$ cat config.mk
export PLATFORM = sky130hd
export DESIGN_NAME = nsc_ram
export DESIGN_NICKNAME = d
export VERILOG_FILES = /design/src/design/nsc_ram.sv
export SDC_FILE = /design/constraint.sdc
export NUM_CORES = 1
export LEC_CHECK = 0
export ABC_CLOCK_PERIOD_IN_PS = 1800
export BUFFER_PORTS_ARGS = -buffer_cell sky130_fd_sc_hd__buf_2
export CAP_MARGIN = 10
export CORE_ASPECT_RATIO = 1.75
export CORE_UTILIZATION = 39
export DETAILED_ROUTE_END_ITERATION = 12
export PLACE_DENSITY = 0.65
export SLEW_MARGIN = 5
export SYNTH_ARGS = -nofsm -noshare
export SYNTH_HDL_FRONTEND = slang
export SYNTH_SLANG_ARGS = --single-unit
export TNS_END_PERCENT = 10
$ cat constraint.sdc
create_clock -name clk -period 1.8 [get_ports clk]
set_input_delay 0 -clock clk [delete_from_list [all_inputs] [get_ports clk]]
set_output_delay 0 -clock clk [all_outputs]
set_load 0.005 [all_outputs]
$ cat src/design/nsc_ram.sv
// Generic single-port synchronous RAM with registered read.
`default_nettype none
module nsc_ram #(
    parameter int WIDTH = 8,
    parameter int DEPTH = 16
) (
    input  wire logic                     clk,
    input  wire logic                     we,
    input  wire logic [$clog2(DEPTH)-1:0] addr,
    input  wire logic [WIDTH-1:0]         wdata,
    output logic      [WIDTH-1:0]         rdata
);

    logic [WIDTH-1:0] mem [DEPTH];

    always_ff @(posedge clk)
    begin
        if (we)
        begin
            mem[addr] <= wdata;
        end
        rdata <= mem[addr];
    end

endmodule
`default_nettype wire

==> metrics.md <==
| Metric | Value |
|---|---|
| Footprint of the multi-input gates | approximately 1000 sq um |
| Fin crit period | 1.33 ns |
| CP Capture Type | register |
| CTS resizes | 0 |
| Post-layout net count | 307 |
| Pwr Total | approximately 7.2 mW |
| Crit. Startpoint | mem[3][2]$_DFFE_PP_ |
| First-pass GRT wire length | approximately 15000 um |
| Seq cells post-synth | ~140 |
| Core footprint | around 13000 sq um |
| Tcrit/Tclk final | 74.1% |
| Gr usage total | around 16% |
| CTS tree | built |
| Die Wd | about 88 um |
| Sequential area share after synthesis | about four fifths |
| Worst R2R End | rdata[2]$_DFF_P_ |
| Most frequent cells in the layout | edfxtp_1 (128), mux4_2 (32), buf_4 (23), buf_2 (21), clkbuf_16 (17) |
| Status | completed |
| CTS max path bufs | 2 |
| Syn nets | roughly 240 |
| Filler cells | approximately 1.1k |
| Critical path endpoint | rdata[2]$_DFF_P_ |
| Worst-path maximum fanout | 1 |
| H-tree Lvls | 4 |
| Storage element area | ~4000 sq um |
| Static Leak | a little over 2 nW |
| Setup Skew | 0.00657 ns |
| I/O pins | 22 |
| Post-Place Setup Slack | approximately 0.33 ns |
| CP Launch Type | register |
| Ant. Diodes | 0 |
| FF-to-FF path depth | 3 |
| Relative slew slack | approximately three fifths |
| Worst Max-Slew Pin Slew | around 0.57 ns |
| Synth-to-layout area growth | 22.6% |
| Latest clock arrival within the worst-skew pair | approximately 0.4 ns |
| Max Slew Vio Count | 0 |
| DP Wirelength | 6660 um |
| Initial antenna violation count | 0 |
| Synth unique cells | 18 |
| PwrDens | roughly 1200 nW/um^2 |
| Worst path required time | 2.08 ns |
| Maximum clock rate | between 0.7 and 0.8 GHz |
| Die Y | roughly 150 um |
| R2r setup slk | about 0.47 ns |
| Routed via count | ~2.4k |
| DRT iter0 DRCs | 150 |
| Worst Path Arrival | 1.62 ns |
| Initial Util | 40.3% |
| DR vias/cell | approximately 5.1 |
| Layout cells sized above 1 | around 36% |
| Layout Cells excl Fill | approximately 470 |
| Routed WL per cell | about 21 um |
| Clk sink count | about 140 |
| Mapped Cells | 230 |
| Die area | 13500 sq um |
| Ys Warns | 0 |
| Hold Path Class | in -> reg |
| Syn avg cell area | roughly 22 sq um |
| Vias in the first global route | ~2.7k |
| Setup CP Type | reg -> reg |
| Drt pass-1 iters | 4 |
| DRT Wirelength | approximately 9800 um |
| Setup TNS after final layout | 0 ns |
| Worst-path clk slew | approximately 0.06 ns |
| Cells after DPL | between 400 and 500 |
| Util after Layout | between 40% and 50% |
| Commonest non-fill, non-tap cell in the layout | edfxtp_1 |
| Peak supply drop | just over 0.0007 V |
| Final setup viols | 0 |
| Largest net degree at the start of global routing | 24 |
| RSZ-0062 raised after global routing | false |
| Synth Cell Area | 5070 sq um |
| CTS root buffer | clkbuf_16 |
| Hold Vio Cnt, Final | 0 |
| PnR worst setup slack | 0.466 ns |
| Reg2reg start | mem[3][2]$_DFFE_PP_ |
| Post-route ant nets | 0 |
| Max cap viols | 0 |
| Postcts setup bufs | 0 |
| Grt total ovfl | 0 |
| Placement row count | 54 |
| DRC errors left | 0 |
| TritonCTS Buffers | 17 |
| Port Buffers | 21 |
| Final Wtd Congestion | about 0.75 |
cells in the mapped netlist:
master      n  area [sq um]
buf_1       4          15.0
and2_1      1          6.26
buf_2       2          10.0
buf_6       2          22.5
nand3b_1    2          15.0
mux4_2     32           721
nand2_1     9          33.8
clkbuf_1    2          7.51
edfxtp_1  128          3840
or3b_2      1          8.76
nand2b_1    2          12.5
nand3_1     1          5.00
nor3_1      4          20.0
clkbuf_2    1          5.00
a22oi_1    16           120
nor2b_1     2          12.5
nor2_1     13          48.8
dfxtp_1     8           160
logic make-up (layout without fill, tap and decap cells):
kind of cell    Yosys count  count (layout)  synth area share (%)
compound gates           16              16                  2.37
buf+inv                  11              87                  1.19
flops                   136             136                  79.0
mux                      32              32                  14.2
simple gates             35              35                  3.21
critical path, cell delays in order (launching register included):
cell and delay (ns):
edfxtp_1 0.37, mux4_2 0.48, a22oi_1 0.24, nand2_1 0.12
routing by layer:
| metal | wire, um | up-vias | track usage, % |
|---|---|---|---|
| met5 | 0 | - | 0 |
| met4 | 320 | 0 | 8.91 |
| met3 | 407 | 22 | 4.17 |
| met2 | 5500 | 79 | 27.6 |
| met1 | 3520 | 1254 | 19.0 |
| li1 | - | 1083 | - |
what timing repair did:
action / in CTS / in global routing
hold buffers: 8 / 0
endpoints found under the hold margin: 126 / 0
endpoints found under the setup margin: 0 / 0
power breakdown:
group	switching (mW)	internal [mW]
clock network	1.28	2.04
registers	0.0196	3.54
logic	0.187	0.162
total	1.49	5.75
flip-flops by register name (all words and copies together) (netlist names):
register,flops
rdata,8
mem,128
area by class of cell:
class / count / area share, %
sequential: 136 / 64.5
clock inverter: 14 / 2.38
clock buffer: 18 / 6.91
multi-input combinational: 83 / 16.2
tap: 168 / 3.38
timing repair buffer: 55 / 6.73
per-stage QoR:
stage | instance area [sq um] | hold WS, ns
2_1_floorplan | 5070 | 0.0989
3_3_place_gp | 5560 | 0.382
3_5_place_dp | 5560 | 0.383
4_1_cts | 6210 | 0.180
5_1_grt | 6210 | 0.227
6_report | 6210 | 0.196
worst min-delay path by stage:
stage / cells past startpoint / endpoint / from
floorplan: 0 / mem[0][0]$_DFFE_PP_ / wdata[0]
global placement: 1 / rdata[4] / rdata[4]$_DFF_P_
detailed placement: 1 / rdata[4] / rdata[4]$_DFF_P_
CTS: 4 / rdata[4]$_DFF_P_ / addr[1]
global route: 4 / rdata[1]$_DFF_P_ / addr[1]
finish: 4 / rdata[4]$_DFF_P_ / addr[1]
Note: power is estimated with default switching activity, not from simulation.
