File: config.mk
export PLATFORM = sky130hd
export DESIGN_NAME = nsc_obuf
export DESIGN_NICKNAME = d
export VERILOG_FILES = /design/src/design/nsc_pkg.sv /design/src/design/nsc_obuf.sv
export SDC_FILE = /design/constraint.sdc
export NUM_CORES = 1
export LEC_CHECK = 0
export BUFFER_PORTS_ARGS = -buffer_cell sky130_fd_sc_hd__clkbuf_2
export CAP_MARGIN = 30
export CORE_MARGIN = 3
export CORE_UTILIZATION = 35
export DETAILED_ROUTE_END_ITERATION = 7
export PLACE_DENSITY_LB_ADDON = 0.08
export SYNTH_ARGS = -nofsm -noshare
export SYNTH_HDL_FRONTEND = slang
export SYNTH_SLANG_ARGS = --single-unit
File: constraint.sdc
create_clock -name clk -period 1.4 [get_ports clk]
set_input_delay 0.14 -clock clk [delete_from_list [all_inputs] [get_ports clk]]
set_output_delay 0.14 -clock clk [all_outputs]
set_load 0.01 [all_outputs]
File: src/design/nsc_pkg.sv
// Shared constants, codes and types of the NFA subset construction engine.
`default_nettype none
package nsc_pkg;

    localparam int NFA_Q_MAX   = 64;
    localparam int SYMBOLS     = 16;
    localparam int DFA_ID_MAX  = 4096;
    localparam int MAP_BUCKETS = 8192;

    localparam int QW   = $clog2(NFA_Q_MAX);       // NFA state index
    localparam int SW   = $clog2(SYMBOLS);         // symbol
    localparam int RAW  = QW + SW;                 // row store address
    localparam int IDW  = $clog2(DFA_ID_MAX);      // DFA id
    localparam int CNTW = IDW + 1;                 // DFA count, worklist top
    localparam int MAW  = $clog2(MAP_BUCKETS);     // map bucket index
    localparam int MDW  = IDW + 1;                 // map entry: id + 1, zero empty
    localparam int MASKW = 64;

    localparam logic [63:0] HASH_BASIS = 64'hCBF2_9CE4_8422_2325;
    localparam logic [63:0] HASH_PRIME = 64'h0000_0100_0000_01B3;

    localparam logic [1:0] OP_LOAD   = 2'd0;
    localparam logic [1:0] OP_START  = 2'd1;
    localparam logic [1:0] OP_EXPAND = 2'd2;
    localparam logic [1:0] OP_UNUSED = 2'd3;

    localparam logic [1:0] STS_TRANS = 2'd0;
    localparam logic [1:0] STS_START = 2'd1;
    localparam logic [1:0] STS_EMPTY = 2'd2;
    localparam logic [1:0] STS_OVFL  = 2'd3;

    localparam logic [1:0] CFG_SYMBOLS = 2'd0;
    localparam logic [1:0] CFG_CAP     = 2'd1;
    localparam logic [1:0] CFG_START   = 2'd2;
    localparam logic [1:0] CFG_ACCEPT  = 2'd3;

    typedef enum logic [3:0] {
        ST_CLR,
        ST_IDLE,
        ST_POP,
        ST_POP_WAIT,
        ST_SRC,
        ST_GATHER,
        ST_HASH,
        ST_PROBE,
        ST_PROBE_CHK,
        ST_CMP,
        ST_NEW,
        ST_FAIL,
        ST_RESULT,
        ST_EMIT
    } state_t;

    typedef struct packed {
        logic [1:0]     status;
        logic [IDW-1:0] source_state;
        logic [SW-1:0]  out_symbol;
        logic [IDW-1:0] next_state;
        logic           source_accepting;
        logic           last;
    } result_t;

endpackage
`default_nettype wire

File: src/design/nsc_obuf.sv
// Output register stage: holds one result item for the master side.
`default_nettype none
module nsc_obuf (
    input  wire logic             clk,
    input  wire logic             rst_n,
    input  wire logic             in_valid,
    output logic                  in_ready,
    input  wire nsc_pkg::result_t in_res,
    output logic                  m_tvalid,
    input  wire logic             m_tready,
    output logic [31:0]           m_tdata,
    output logic [1:0]            m_tuser,
    output logic                  m_tlast
);

    logic             valid_reg;
    nsc_pkg::result_t res_reg;

    assign in_ready = !valid_reg || m_tready;

    always_ff @(posedge clk or negedge rst_n)
    begin
        if (!rst_n)
        begin
            valid_reg <= 1'b0;
        end
        else if (in_ready)
        begin
            valid_reg <= in_valid;
        end
    end

    always_ff @(posedge clk)
    begin
        if (in_ready && in_valid)
        begin
            res_reg <= in_res;
        end
    end

    assign m_tvalid = valid_reg;
    assign m_tuser  = res_reg.status;
    assign m_tlast  = res_reg.last;
    assign m_tdata  = {3'b000, res_reg.source_accepting, res_reg.next_state,
                       res_reg.out_symbol, res_reg.source_state};

endmodule
`default_nettype wire

==> results.md, run 1 <==
- GRT Total Usage: 0.136
- Grt total ovfl: 0
- Area of the multi-input gates: about 40 um^2
- CORE AREA: about 2800 um^2
- Crit-path max FO: 10
- Design internal power: roughly 1.5 mW
- Fmax: 887 MHz
- Distinct cells, synth: 7
- Diodes inserted: 0
- Layout cell share with drive strength beyond 1: 0.536
- Synth Area per Inst: roughly 26 um^2
- Flops & latches, synth: 33
- DR vias/cell: about 4.2
- DRT Wirelength: 2.24 mm
- Yosys warnings: 0
- # rows: 19
- Vias in the first global route: 773
- Clk slew on worst S/H paths: about 0.090 ns
- Pin count of the biggest net entering global routing: 23
- Synthesized area: 1040 um^2
- Max Slew Vio Count: 0
- Port bufs: 69
- Skew final: around 0.0065 ns
- Crit path arrival time: between 1 and 1.5 ns
- Via Count: 761
- Tmin final: around 1.1 ns
- Clock latency on the worst-skew pair: around 0.32 ns
- Post_cts resized: 0
- CP max stage delay: 0.42 ns
- Initial antenna violation count: 0
- Routability Congestion: about 0.62
- Final setup margin: ~0.27 ns
- Routed Antenna Nets: 0
- Sum Neg Setup Slack: 0 ns
- Root Buffer: clkbuf_4
- FILL cells: about 220
- CP endpoint kind: register
- Startpoint types: register
- Place WS: 0.281 ns
- Clk buf depth: 2
- Sequential share of the synthesized area: 0.947
- Crit. Startpoint: m_tvalid
- MaxCap Viol Count: 0
- CTS sink cnt: 33
- Sw power: 0.420 mW
- Kind of critical path: register to register
- Status: completed
- Top-Level Pins: 73
- First-pass detailed-route iteration total: 4
- Htree depth: 2
- Die Wd: 60.5 um
- DR WL/cell: about 12 um
- Clock power frac: 0.259
- Final setup fails: 0
- Tot Pwr: 1.90 mW
- Clock buffer count from CTS: 5
- Power density over the cells: roughly 1000 nW/um^2
- Comb pwr share: 0.130
- Area growth from synthesis to layout: 75.1%
- Worst Path Required: 1.43 ns
- Switching part of the total: 0.221
- P_leak: approximately 0.81 nW
- Part of the power in registers: 0.612
- Crit-path cells: nand2b_4 > and2_4 > buf_4
- R2R Path Start: m_tvalid
- DR DRC count: 0
- Die Ht: 60.5 um
- Most common cell after layout, fill and taps aside: clkbuf_2
- Initial core utilization: 0.371
- Final nets: between 150 and 200
- Final Cycle Share: 0.806
- Peak VDD IR: 0.000654 V
- RSZ-0062 raised after global routing: no
- Most frequent cells in the layout: clkbuf_2, dlygate4sd3_1, edfxtp_1
- First DRT Iteration DRCs: 19
- Post-Synthesis Cells: 40
- CP max-delay cell: dfrtp_1
- Area occupied by registers: around 990 um^2
- TritonCTS clock tree: yes
- First-pass GRT wire length: about 3.4 mm
- Hold_sp: in_valid
- Hold Violations, Final: 0
- Die ar.: roughly 3700 um^2
- Min-Delay Path Class: primary input to register
sequential cells by signal (all words and copies together) (netlist names):
register / flops
m_tdata: 29
m_tlast: 1
m_tuser: 2
m_tvalid: 1
kinds of logic (layout without fill, tap and decap cells):
group	count (synthesis)	count (layout)	synth area share
buffers and inverters	3	112	0.0216
DFF	33	33	0.947
other	1	3	0.00360
and+or+nand+nor	3	3	0.0276
metal layers:
metal	up-vias	GRT usage	share of wire
met5	-	0	0
met2	48	0.236	0.54
met4	0	0.0372	0
met1	346	0.146	0.36
met3	0	0.0681	0.093
li1	367	-	-
cell usage after synthesis:
| cell type | count | share of area |
|---|---|---|
| and2_4 | 1 | 0.0084 |
| conb_1 | 1 | 0.0036 |
| buf_4 | 3 | 0.022 |
| nand2b_4 | 1 | 0.013 |
| edfxtp_1 | 32 | 0.92 |
| dfrtp_1 | 1 | 0.024 |
| nand2b_1 | 1 | 0.0060 |
worst paths after layout:
kind                          endpoint  slack (ns)  cells past startpoint
max                        m_tdata[14]        0.27                      3
min                           m_tvalid        0.04                      2
max reg2reg                m_tdata[14]        0.27                      3
min reg2reg                   m_tvalid        0.56                      2
max in group asynchronous     m_tvalid        1.19                      2
min in group asynchronous     m_tvalid        0.13                      2
per-stage QoR:
stage               hold slack (ns)  std cells  utilization  cell area [um^2]
floorplan                    -0.156         42            -              1050
global placement            -0.0851        141        0.512              1440
detailed placement          -0.0841        141        0.512              1440
CTS                          0.0151        182        0.650              1820
global route                 0.0319        182        0.650              1820
finish                       0.0364        182        0.650              1820
cell type report:
class / count / share of cell area
Sequential cell: 33 / 0.541
Timing Repair Buffer: 104 / 0.386
Multi-Input combinational cell: 6 / 0.0220
Tap cell: 31 / 0.0213
Clock buffer: 5 / 0.0206
Clock inverter: 3 / 0.00961
timing repair:
action,CTS,global route
hold buffers,33,0
setup buffers,0,0
hold endpoints to repair,33,0
power by group through the flow:
stage / Sequential, mW / Combinational [mW] / Clock [mW]
2_1_floorplan: 1.21 / 0.0354 / 0
3_3_place_gp: 1.18 / 0.173 / 0
3_5_place_dp: 1.19 / 0.174 / 0
4_1_cts: 1.16 / 0.246 / 0.516
5_1_grt: 1.17 / 0.271 / 0.579
6_report: 1.16 / 0.246 / 0.491
critical path: cells and delay by family, from the launching register on:
family        cells  cell delay [ns]
flops             1             0.42
simple gates      2             0.25
buf+inv           1             0.18
No activity file was read; power rests on OpenSTA's default activity.
==> run 2, diff against run 1 <==
Clock period 1.4 ns to 0.94 ns, I/O delays scaled along.
==> results.md, run 2 (same netlist as run 1, synthesis figures left out) <==
- Die ar.: ~3700 um^2
- Switching part of the total: 0.216
- Grt total ovfl: 0
- Layout cell share with drive strength beyond 1: 0.535
- Top-Level Pins: 73
- Final Cycle Share: 1.19
- Via Count: approximately 760
- RSZ-0062 raised after global routing: yes
- Crit path arrival time: 1.15 ns
- Crit-path max FO: 14
- Clk slew on worst S/H paths: around 0.09 ns
- GRT Total Usage: 0.137
- First-pass detailed-route iteration total: 4
- Initial core utilization: 0.371
- Hold slack final: 0.0782 ns
- Routed Antenna Nets: 0
- Die Ht: 60.5 um
- DR vias/cell: between 4 and 5
- Port bufs: around 70
- Hold Violations, Final: 0
- Diodes inserted: 0
- DR DRC count: 0
- Fmax: around 900 MHz
- Clock power frac: 0.252
- Startpoint types: register
- Initial antenna violation count: 0
- MaxCap Viol Count: 0
- Vias in the first global route: 780
- Most common cell after layout, fill and taps aside: clkbuf_2
- Clock buffer count from CTS: 5
- Skew final: around 0.0092 ns
- Final setup fails: 35
- Power density over the cells: approximately 1500 nW/um^2
- CP endpoint kind: register
- Tmin final: approximately 1.1 ns
- CTS sink cnt: 33
- Root Buffer: clkbuf_4
- Area growth from synthesis to layout: 81.7%
- Max Slew Vio Count: 0
- Kind of critical path: register to register
- Peak VDD IR: about 0.0010 V
- Pin count of the biggest net entering global routing: 19
- TritonCTS clock tree: yes
- Status: finished, violations left
- Final Core Density: 0.674
- Part of the power in registers: 0.606
- First-pass GRT wire length: 3.45 mm
- Routability Congestion: about 0.66
- Clk buf depth: 2
- Final nets: 190
- DR WL/cell: between 10 and 15 um
- # rows: 19
- P_leak: 0.843 nW
- Most frequent cells in the layout: clkbuf_2, dlygate4sd3_1, edfxtp_1
- First DRT Iteration DRCs: 10
- Worst Path Required: a little under 1 ns
- Comb pwr share: 0.143
- Die Wd: ~61 um
- Clock latency on the worst-skew pair: between 0.3 and 0.4 ns
- Min-Delay Path Class: primary input to async pin
- Sw power: ~0.62 mW
- Failing checks: negative setup slack
- Design internal power: 2.24 mW
- Final setup margin: -0.174 ns
- Htree depth: 2
- Max reg flops: 29
- DRT Wirelength: between 2 and 2.5 mm
- CORE AREA: approximately 2800 um^2
- FILL cells: roughly 210
## run 2: changes by cell type in the layout (fill, tap and decap cells not counted)
cell,previous run,this run
clkinvlp_4,1,0
clkbuf_16,0,1
dlygate4sd3_1,33,34
buf_12,1,2
clkbuf_2,69,66
buf_6,0,2
buf_2,0,2
clkbuf_1,0,1
## run 2: repair_timing
item,4_1_cts,5_1_grt
cloned,0,1
pin swaps,0,0
buffers inserted,0,1
setup endpoints to repair,59,66
endpoints found under the hold margin,34,0
gates resized for setup,1,4
hold buffers,34,0
## run 2: final timing paths
check / start / to / slack (ns) / depth (start not counted)
worst max-delay path: m_tvalid / m_tuser[0] / -0.17 / 3
worst min-delay path: rst_n / m_tvalid / 0.08 / 2
worst max register to register: m_tvalid / m_tuser[0] / -0.17 / 3
worst min register to register: m_tvalid / m_tvalid / 0.66 / 3
max in group asynchronous: rst_n / m_tvalid / 0.78 / 2
min in group clk: m_tready / m_tvalid / 0.15 / 4
## run 2: area by class of cell
type	instances	area (um^2)	share of cell area
Clock buffer	6	41.3	0.0218
Clock inverter	2	10.0	0.00529
Multi-Input combinational cell	6	40.0	0.0212
Sequential cell	33	986	0.521
Tap cell	31	38.8	0.0205
Timing Repair Buffer	108	776	0.410
## run 2: metrics by stage
stage | setup slack (ns) | power, mW | TNS, ns | area [um^2] | std cells
floorplan | -0.266 | 1.86 | -8.50 | 1050 | 42
global placement | -0.137 | 2.03 | -4.16 | 1460 | 142
detailed placement | -0.156 | 2.04 | -4.70 | 1460 | 142
CTS | -0.207 | 2.89 | -5.84 | 1850 | 184
global route | -0.226 | 3.04 | -8.79 | 1890 | 186
finish | -0.174 | 2.86 | -5.62 | 1890 | 186
## run 2: power by group through the flow
stage	clock [mW]	combinational (mW)	sequential (mW)
6_report	0.720	0.408	1.73
4_1_cts	0.768	0.385	1.73
3_3_place_gp	0	0.269	1.76
5_1_grt	0.857	0.445	1.74
3_5_place_dp	0	0.271	1.77
2_1_floorplan	0	0.0528	1.81
## run 2: per-layer routing
metal | vias up | global-route usage | part of all wire | routed length (um)
met2 | 41 | 0.248 | 0.57 | 1320
met5 | - | 0 | 0 | 0
met1 | 342 | 0.134 | 0.35 | 804
met3 | 2 | 0.0702 | 0.076 | 175
li1 | 374 | - | - | -
met4 | 0 | 0.0464 | 0.0043 | 10
## run 2: critical path: stages (launching register included)
cell      delay, ns
dfrtp_1        0.41
nand2b_4       0.08
and2_4         0.19
buf_12         0.15
==> run 3, diff against run 2 <==
Settings changed: PLACE_DENSITY set to 0.82, PLACE_DENSITY_LB_ADDON 0.08 to unset.
Clock period 0.94 ns to 0.89 ns, I/O delays scaled along.
==> results.md, run 3 (same netlist as run 1, synthesis figures left out) <==
- Status: finished, violations left
- Failing checks: negative setup slack
- DR DRC count: 0
- Most frequent cells in the layout: clkbuf_2, dlygate4sd3_1, edfxtp_1
- Crit-path max FO: 17
- CP endpoint kind: register
- Die Wd: around 61 um
- First-pass GRT wire length: about 4 mm
- Initial antenna violation count: 0
- Pin count of the biggest net entering global routing: 18
- Max reg flops: 29
- Die ar.: approximately 3700 um^2
- Die Ht: just over 60 um
- CTS sink cnt: 33
- Area growth from synthesis to layout: 82.2%
- Port bufs: between 60 and 70
- Clock buffer count from CTS: 5
- Placement Cell Area: 1460 um^2
- First DRT Iteration DRCs: 22
- First-pass detailed-route iteration total: 4
- CP max-delay cell: dfrtp_1
- R2R depth: 3
- Startpoint types: register
- Diodes inserted: 0
- Tmin final: 1.13 ns
- DR WL/cell: between 10 and 15 um
- Min-Delay Path Class: primary input to async pin
- Final setup fails: 63
- Final nets: around 190
- Crit path arrival time: 1.16 ns
- Hold slack final: 0.0556 ns
- P_leak: 0.842 nW
- TritonCTS clock tree: yes
- Power density over the cells: 1740 nW/um^2
- Top cell family by delay on the critical path: flip-flops
- R2R Setup Slk: -0.24 ns
- CP max stage delay: 0.42 ns
- Skew final: 0.0132 ns
- Area of the multi-input gates: 40.0 um^2
- Most common cell after layout, fill and taps aside: clkbuf_2
- Design area: approximately 1900 um^2
- RR Endpoint: m_tdata[16]
- Htree depth: 2
- Sum Neg Setup Slack: -8.59 ns
- RSZ-0062 raised after global routing: yes
- WP buf/inv: 1
- Final setup margin: -0.240 ns
- Kind of critical path: register to register
- Peak VDD IR: ~0.001 V
- Grt total ovfl: 0
- DR vias/cell: between 4 and 5
- Worst Path Required: a little over 0.9 ns
- CORE AREA: approximately 2800 um^2
- Routability Congestion: about 0.69
- # rows: 19
- FILL cells: 191
- DRT Wirelength: roughly 2.5 mm
- MaxCap Viol Count: 0
- Via Count: between 700 and 800
- Crit-path cells: nand2b_4 > and2_4 > buf_12
- Initial core utilization: 0.371
- Root Buffer: clkbuf_4
- Fmax: between 800 and 900 MHz
- Clock latency on the worst-skew pair: between 0.3 and 0.4 ns
- Clk buf depth: 2
- Hold Violations, Final: 0
- Final Cycle Share: 1.27
- GRT Total Usage: 0.155
- Area occupied by registers: roughly 990 um^2
- R2R Path Start: m_tvalid
- Max Slew Vio Count: 0
- Routed Antenna Nets: 0
- Layout cell share with drive strength beyond 1: 0.526
- Clk slew on worst S/H paths: around 0.10 ns
- Top-Level Pins: between 70 and 80
- Vias in the first global route: 820
run 3: worst reg2reg max path, cell delays in order (launching register included):
cell and delay (ns):
dfrtp_1 0.42, nand2b_4 0.09, and2_4 0.17, buf_12 0.15
run 3: cell type report:
type / count / area share
Sequential cell: 33 / 0.520
Timing Repair Buffer: 107 / 0.399
Clock buffer: 6 / 0.0218
Multi-Input combinational cell: 6 / 0.0211
Tap cell: 31 / 0.0204
Clock inverter: 2 / 0.0178
run 3: what timing repair did:
| item | in CTS | in global routing |
|---|---|---|
| hold buffers | 34 | 0 |
| endpoints found under the setup margin | 66 | 66 |
| setup buffers | 1 | 0 |
| resized for setup | 1 | 5 |
| hold endpoints to repair | 34 | 0 |
run 3: how the worst max path moves through the flow:
stage / startpoint / to / slack [ns] / depth (start not counted)
after floorplan: m_tvalid / m_tdata[0] / -0.32 / 2
after global placement: m_tvalid / m_tdata[22] / -0.18 / 3
after detailed placement: m_tvalid / m_tdata[2] / -0.20 / 3
after CTS: m_tvalid / in_ready / -0.24 / 3
after global routing: m_tvalid / in_ready / -0.27 / 3
final: m_tvalid / m_tdata[16] / -0.24 / 3
run 3: stage by stage:
| stage | setup slack [ns] | utilization | std cells | power, mW |
|---|---|---|---|---|
| finish | -0.240 | 0.676 | 185 | 3.30 |
| global route | -0.268 | 0.676 | 185 | 3.46 |
| CTS | -0.240 | 0.672 | 185 | 3.31 |
| detailed placement | -0.204 | 0.520 | 142 | 2.15 |
| global placement | -0.175 | 0.520 | 142 | 2.14 |
| floorplan | -0.316 | - | 42 | 1.97 |
run 3: per-layer routing:
| layer | track usage | wire, um | share of wire | up-vias |
|---|---|---|---|---|
| li1 | - | - | - | 372 |
| met1 | 0.177 | 936 | 0.37 | 340 |
| met2 | 0.247 | 1230 | 0.49 | 57 |
| met3 | 0.0809 | 330 | 0.13 | 5 |
| met4 | 0.0650 | 27 | 0.011 | 0 |
| met5 | 0 | 0 | 0 | - |
run 3: where the power goes:
group	switching, mW	internal [mW]
Sequential	0.0271	1.81
Clock	0.463	0.585
Combinational	0.172	0.252
